==> src/ssmt_pkg.sv <==
`timescale 1ns / 1ps
// Shared types, codes and widths for the spherical shell membership table.
// No dependencies; imported by the top level, the controller, the datapath and the testbench.
package ssmt_pkg;

    localparam int MAX_SHELLS_DEF = 16;

    localparam int OP_W    = 2;
    localparam int IDX_W   = 4;
    localparam int COORD_W = 32;
    localparam int RAD_W   = 31;
    localparam int BOX_W   = 33;
    localparam int CFG_W   = 5;
    localparam int SQ_W    = 64;
    localparam int RSQ_W   = 2 * RAD_W;
    localparam int WORD_W  = 3 * COORD_W + 2 * RAD_W;

    localparam logic [OP_W-1:0] OP_WRITE = 2'd0;
    localparam logic [OP_W-1:0] OP_TEST  = 2'd1;
    localparam logic [OP_W-1:0] OP_BOX   = 2'd2;

    localparam logic KIND_MEMBER = 1'b0;
    localparam logic KIND_BOX    = 1'b1;

    typedef struct packed {
        logic store;
        logic start;
        logic issue;
        logic load;
    } t_dp_cmd;

    typedef struct packed {
        logic busy;
        logic out_free;
    } t_dp_sts;

    function automatic logic [SQ_W-1:0] sat_add(input logic [SQ_W-1:0] a,
                                                input logic [SQ_W-1:0] b);
        logic [SQ_W:0] s;
        s = {1'b0, a} + {1'b0, b};
        return s[SQ_W] ? {SQ_W{1'b1}} : s[SQ_W-1:0];
    endfunction

endpackage

==> src/ssmt_ctrl.sv <==
`timescale 1ns / 1ps
// Controller: request handshake, active-entry register, entry walk and result hand-off.
// Depends on ssmt_pkg.
module ssmt_ctrl
    import ssmt_pkg::*;
#(
    parameter int MAX_SHELLS = MAX_SHELLS_DEF,
    localparam int AW = (MAX_SHELLS > 1) ? $clog2(MAX_SHELLS) : 1,
    localparam int CW = $clog2(MAX_SHELLS + 1)
) (
    input  logic            i_clk,
    input  logic            i_rst_n,
    input  logic            i_valid,
    input  logic [OP_W-1:0] i_operation,
    output logic            o_ready,
    input  logic            i_cfg_we,
    input  logic [CFG_W-1:0] i_cfg_data,
    input  t_dp_sts         i_sts,
    output t_dp_cmd         o_cmd,
    output logic [AW-1:0]   o_rd_addr
);
    localparam logic [1:0] S_IDLE   = 2'd0;
    localparam logic [1:0] S_ISSUE  = 2'd1;
    localparam logic [1:0] S_DRAIN  = 2'd2;
    localparam logic [1:0] S_FINISH = 2'd3;

    logic [1:0]       r_state, n_state;
    logic [CW-1:0]    r_cnt, n_cnt;
    logic [CFG_W-1:0] r_active;
    logic [CW-1:0]    n_used;
    logic             accept;
    logic             query;

    assign n_used = (32'(r_active) > 32'(MAX_SHELLS)) ? CW'(MAX_SHELLS) : CW'(r_active);
    assign o_ready = (r_state == S_IDLE);
    assign accept  = i_valid && o_ready;
    assign query   = (i_operation == OP_TEST) || (i_operation == OP_BOX);
    assign o_rd_addr = r_cnt[AW-1:0];

    always_comb begin
        n_state = r_state;
        n_cnt   = r_cnt;
        o_cmd   = '0;
        o_cmd.store = accept && (i_operation == OP_WRITE);
        case (r_state)
            S_IDLE: begin
                if (accept && query) begin
                    o_cmd.start = 1'b1;
                    n_cnt       = '0;
                    n_state     = (n_used == '0) ? S_FINISH : S_ISSUE;
                end
            end
            S_ISSUE: begin
                o_cmd.issue = 1'b1;
                n_cnt       = r_cnt + CW'(1);
                if ((r_cnt + CW'(1)) == n_used) begin
                    n_state = S_DRAIN;
                end
            end
            S_DRAIN: begin
                if (!i_sts.busy) begin
                    n_state = S_FINISH;
                end
            end
            S_FINISH: begin
                if (i_sts.out_free) begin
                    o_cmd.load = 1'b1;
                    n_state    = S_IDLE;
                end
            end
            default: begin
                n_state = S_IDLE;
            end
        endcase
    end

    always_ff @(posedge i_clk) begin
        if (!i_rst_n) begin
            r_state  <= S_IDLE;
            r_cnt    <= '0;
            r_active <= '0;
        end else begin
            r_state <= n_state;
            r_cnt   <= n_cnt;
            if (i_cfg_we) begin
                r_active <= i_cfg_data;
            end
        end
    end

    a_idle_empty: assert property (@(posedge i_clk) disable iff (!i_rst_n)
        (r_state == S_IDLE) |-> !i_sts.busy)
        else $error("pipeline busy while idle");

    a_load_free: assert property (@(posedge i_clk) disable iff (!i_rst_n)
        o_cmd.load |-> i_sts.out_free)
        else $error("result loaded over unread result");

    a_addr_range: assert property (@(posedge i_clk) disable iff (!i_rst_n)
        o_cmd.issue |-> (r_cnt < n_used))
        else $error("entry read beyond active count");

    a_start_next: assert property (@(posedge i_clk) disable iff (!i_rst_n)
        o_cmd.start |=> (r_state == S_ISSUE) || (r_state == S_FINISH))
        else $error("query start did not leave idle");
endmodule

==> config.mk <==
export PLATFORM = sky130hd
export DESIGN_NAME = ssmt_ctrl
export DESIGN_NICKNAME = d
export VERILOG_FILES = /design/src/ssmt_pkg.sv /design/src/ssmt_ctrl.sv
export SDC_FILE = /design/constraint.sdc
export NUM_CORES = 1
export LEC_CHECK = 0
export BUFFER_PORTS_ARGS = -buffer_cell sky130_fd_sc_hd__buf_2
export CORE_MARGIN = 2
export CORE_UTILIZATION = 35
export DETAILED_ROUTE_END_ITERATION = 10
export HOLD_SLACK_MARGIN = 0.02
export PLACE_DENSITY = 0.64
export SETUP_SLACK_MARGIN = 0.1
export SLEW_MARGIN = 30
export SYNTH_ARGS = -nofsm -noshare
export SYNTH_HDL_FRONTEND = slang
export SYNTH_SLANG_ARGS = --single-unit
export TNS_END_PERCENT = 20
==> constraint.sdc <==
create_clock -name i_clk -period 2.6 [get_ports i_clk]
set_clock_uncertainty 0.15 [all_clocks]
set_input_delay 0 -clock i_clk [delete_from_list [all_inputs] [get_ports i_clk]]
set_output_delay 0 -clock i_clk [all_outputs]
set_load 0.03 [all_outputs]
==> impl_metrics.yaml <==
placement:
  io_buffers: 21
  place_congestion: 0.7870
  pre_cts_slack_ns: 0.6386
  hpwl_um: 1234
finish:
  num-nets-final: 148
  final_common_cell: "buf_2"
  num_antenna_cells: 0
  area_growth_pct: 37.46
  fill_cells: 209
  final_layout_size_suffix_gt1_frac: 0.1953
  most-common-layout-cells: "21 x buf_2, 16 x dlygate4sd3_1, 12 x dfxtp_1"
sta:
  tightest_slew_ns: 0.4020
  drv_slew: 0
  fin_hold_ws_ns: 0.2192
  rsz0062_at_grt: "no"
  fmax_mhz: 506.7
  totalNegativeSetupSlack_ns: 0
  hold_viol: 0
  setup_slack_ns: 0.6264
  period_needed_ns: 1.974
  fin_crit_sh: 0.7591
  setup_viol: 0
  slew-limit-headroom: 0.7320
outcome:
  outcome: "completed"
setup_path:
  critical_path_class: "flip-flop to flip-flop"
  crit_fanout: 6
  end_kind: "flip-flop"
  start_kind: "flip-flop"
  cp.arrival_ns: 2.04
  critPathRequiredTime_ns: 2.66
yosys:
  synth_top_area_cell: "dfxtp_1"
  synth_cells: 93
  ys_ff_latch: 12
  ys_warn_count: 0
  seq_area_frac_synth: 0.3009
  synthTopCellsByArea: "dfxtp_1 30%, ha_1 9.4%, mux2i_1 8.8%"
  postSynthAreaPerCell_um2: 8.584
  syn-num-nets: 112
  ys_types: 28
  synth_top_area_frac: 0.3009
  synth_area_um2: 798.3
global_route:
  grt_max_degree: 15
  grt_pass1_vias: 756
  use_met1: 0.1779
  met3_usage: 0.05747
  top_usage_layer: "met2"
  grt_use_met2: 0.2714
  grt-ovfl-total: 0
  grt_first_pass_wirelength_um: 3125
  grt_util_all_layers: 0.1541
  grt_antenna_before_repair: 0
detailed_routing:
  wirelength_um: 1699
  ant_nets: 0
  vias: 738
  drc: 0
  viasPerCell: 4.731
  drt_iter0_drc: 19
  dr.pass1.iters: 4
  wl_per_cell_um: 10.89
floorplanning:
  die_width_um: 51.76
  initial_core_util: 0.3644
  io_pins: 22
  core_area_um2: 2191
  die_area_um2: 2679
  die_y_um: 51.76
  rows: 17
clocking:
  cts_resized: 0
  cts_sinks: 12
  htreeDepth: 1
  clk_pin_slew_ns: 0.08
  cts.hold.buffers_added: 16
  clk_latency_ns: 0.28
  cts_tree: "built"
  post_cts_buffers: 0
  clockBufferDepth: 2
  cts_made_buffers: 3
  root_buffer: "clkbuf_4"
power_and_ir_drop:
  power_frac_clock: 0.215
  swShare: 0.3945
  finalPower_uw: 715.6
  power.net_switching_uw: 282.3
  power_density_nw_per_um2: 652.1
  power.leakage_nw: 0.5257
  power_frac_seq: 0.323
  vdd_drop_max_mv: 0.4255
  comb_power_share: 0.462
  p_int_uw: 433.2
flow_run:
  cap_viol_max_count: 0
hold_path:
  hold_class: "input port to flip-flop"
[cell usage after synthesis]
cell type and number:
a21o_1 1, nand2_1 4, buf_4 4, nand3_1 2, dfxtp_1 12, nor3_1 1
mux2i_1 7, clkbuf_1 2, ha_1 6, nand3b_1 1, a31oi_1 2, inv_1 6
and2_1 3, a21boi_0 3, a21oi_1 1, xnor2_1 5, xor2_1 2, a221o_1 1
nand2b_1 1, nor2b_1 11, o21ai_0 6, a22o_1 1, nor2_1 4, nor4_1 1
and3_1 2, or3_1 1, nor4b_1 1, a22oi_1 2
[cell type report]
cell class | instances | area (µm²) | area share
clock buffer | 4 | 36.28 | 0.03307
inverter | 6 | 22.52 | 0.02052
multi-input combinational | 69 | 498.0 | 0.4538
sequential | 12 | 240.2 | 0.2189
tap | 28 | 35.03 | 0.03193
timing repair buffer | 37 | 265.3 | 0.2417
[worst paths after layout]
path,startpoint,endpoint,slack [ns],depth (start not counted)
max reg2reg,r_state[1],r_state[1],0.63,7
min,i_valid,r_cnt[2],0.22,5
min reg2reg,r_state[0],r_state[0],0.37,2
max,r_state[1],r_state[1],0.63,7
[flip-flops by register name, indices dropped and copies added (netlist names)]
signal,cells
r_active,5
r_cnt,5
r_state,2
[worst max-delay path, cell delays in order (launching register included)]
cell	delay [ns]
dfxtp_1	0.35
inv_1	0.10
ha_1	0.24
a21boi_0	0.34
a221o_1	0.19
nor3_1	0.05
a31oi_1	0.27
mux2i_1	0.22
[metrics by stage]
stage | instances | instance area [µm²] | utilization
finish | 156 | 1097 | 0.5009
global route | 156 | 1097 | 0.5009
global placement | 136 | 900.9 | 0.4112
CTS | 156 | 1097 | 0.5009
detailed placement | 136 | 900.9 | 0.4112
floorplan | 93 | 798.3 | -
[metal layers]
metal / part of all wire / vias up
met5: 0 / -
li1: - / 382
met3: 0.046 / 0
met2: 0.51 / 18
met1: 0.45 / 338
met4: 0 / 0
[power by group through the flow]
stage          Combinational (mW)  Sequential [mW]  Clock [mW]
2_1_floorplan               0.250            0.228           0
3_3_place_gp                0.305            0.233           0
3_5_place_dp                0.310            0.235           0
4_1_cts                     0.332            0.231       0.156
5_1_grt                     0.372            0.236       0.165
6_report                    0.331            0.231       0.154
[kinds of logic (layout without fill, tap and decap cells)]
family,after synthesis,after routing,synth area share
buffers and inverters,12,47,0.07524
flip-flops,12,12,0.3009
XOR/XNOR,7,7,0.07680
AND/OR/NAND/NOR,32,32,0.2257
adder cells (fa/ha/maj),6,6,0.09404
AO/OA/AOI/OAI,17,17,0.1395
multiplexers,7,7,0.08778
(Power assumes the default switching activity.)
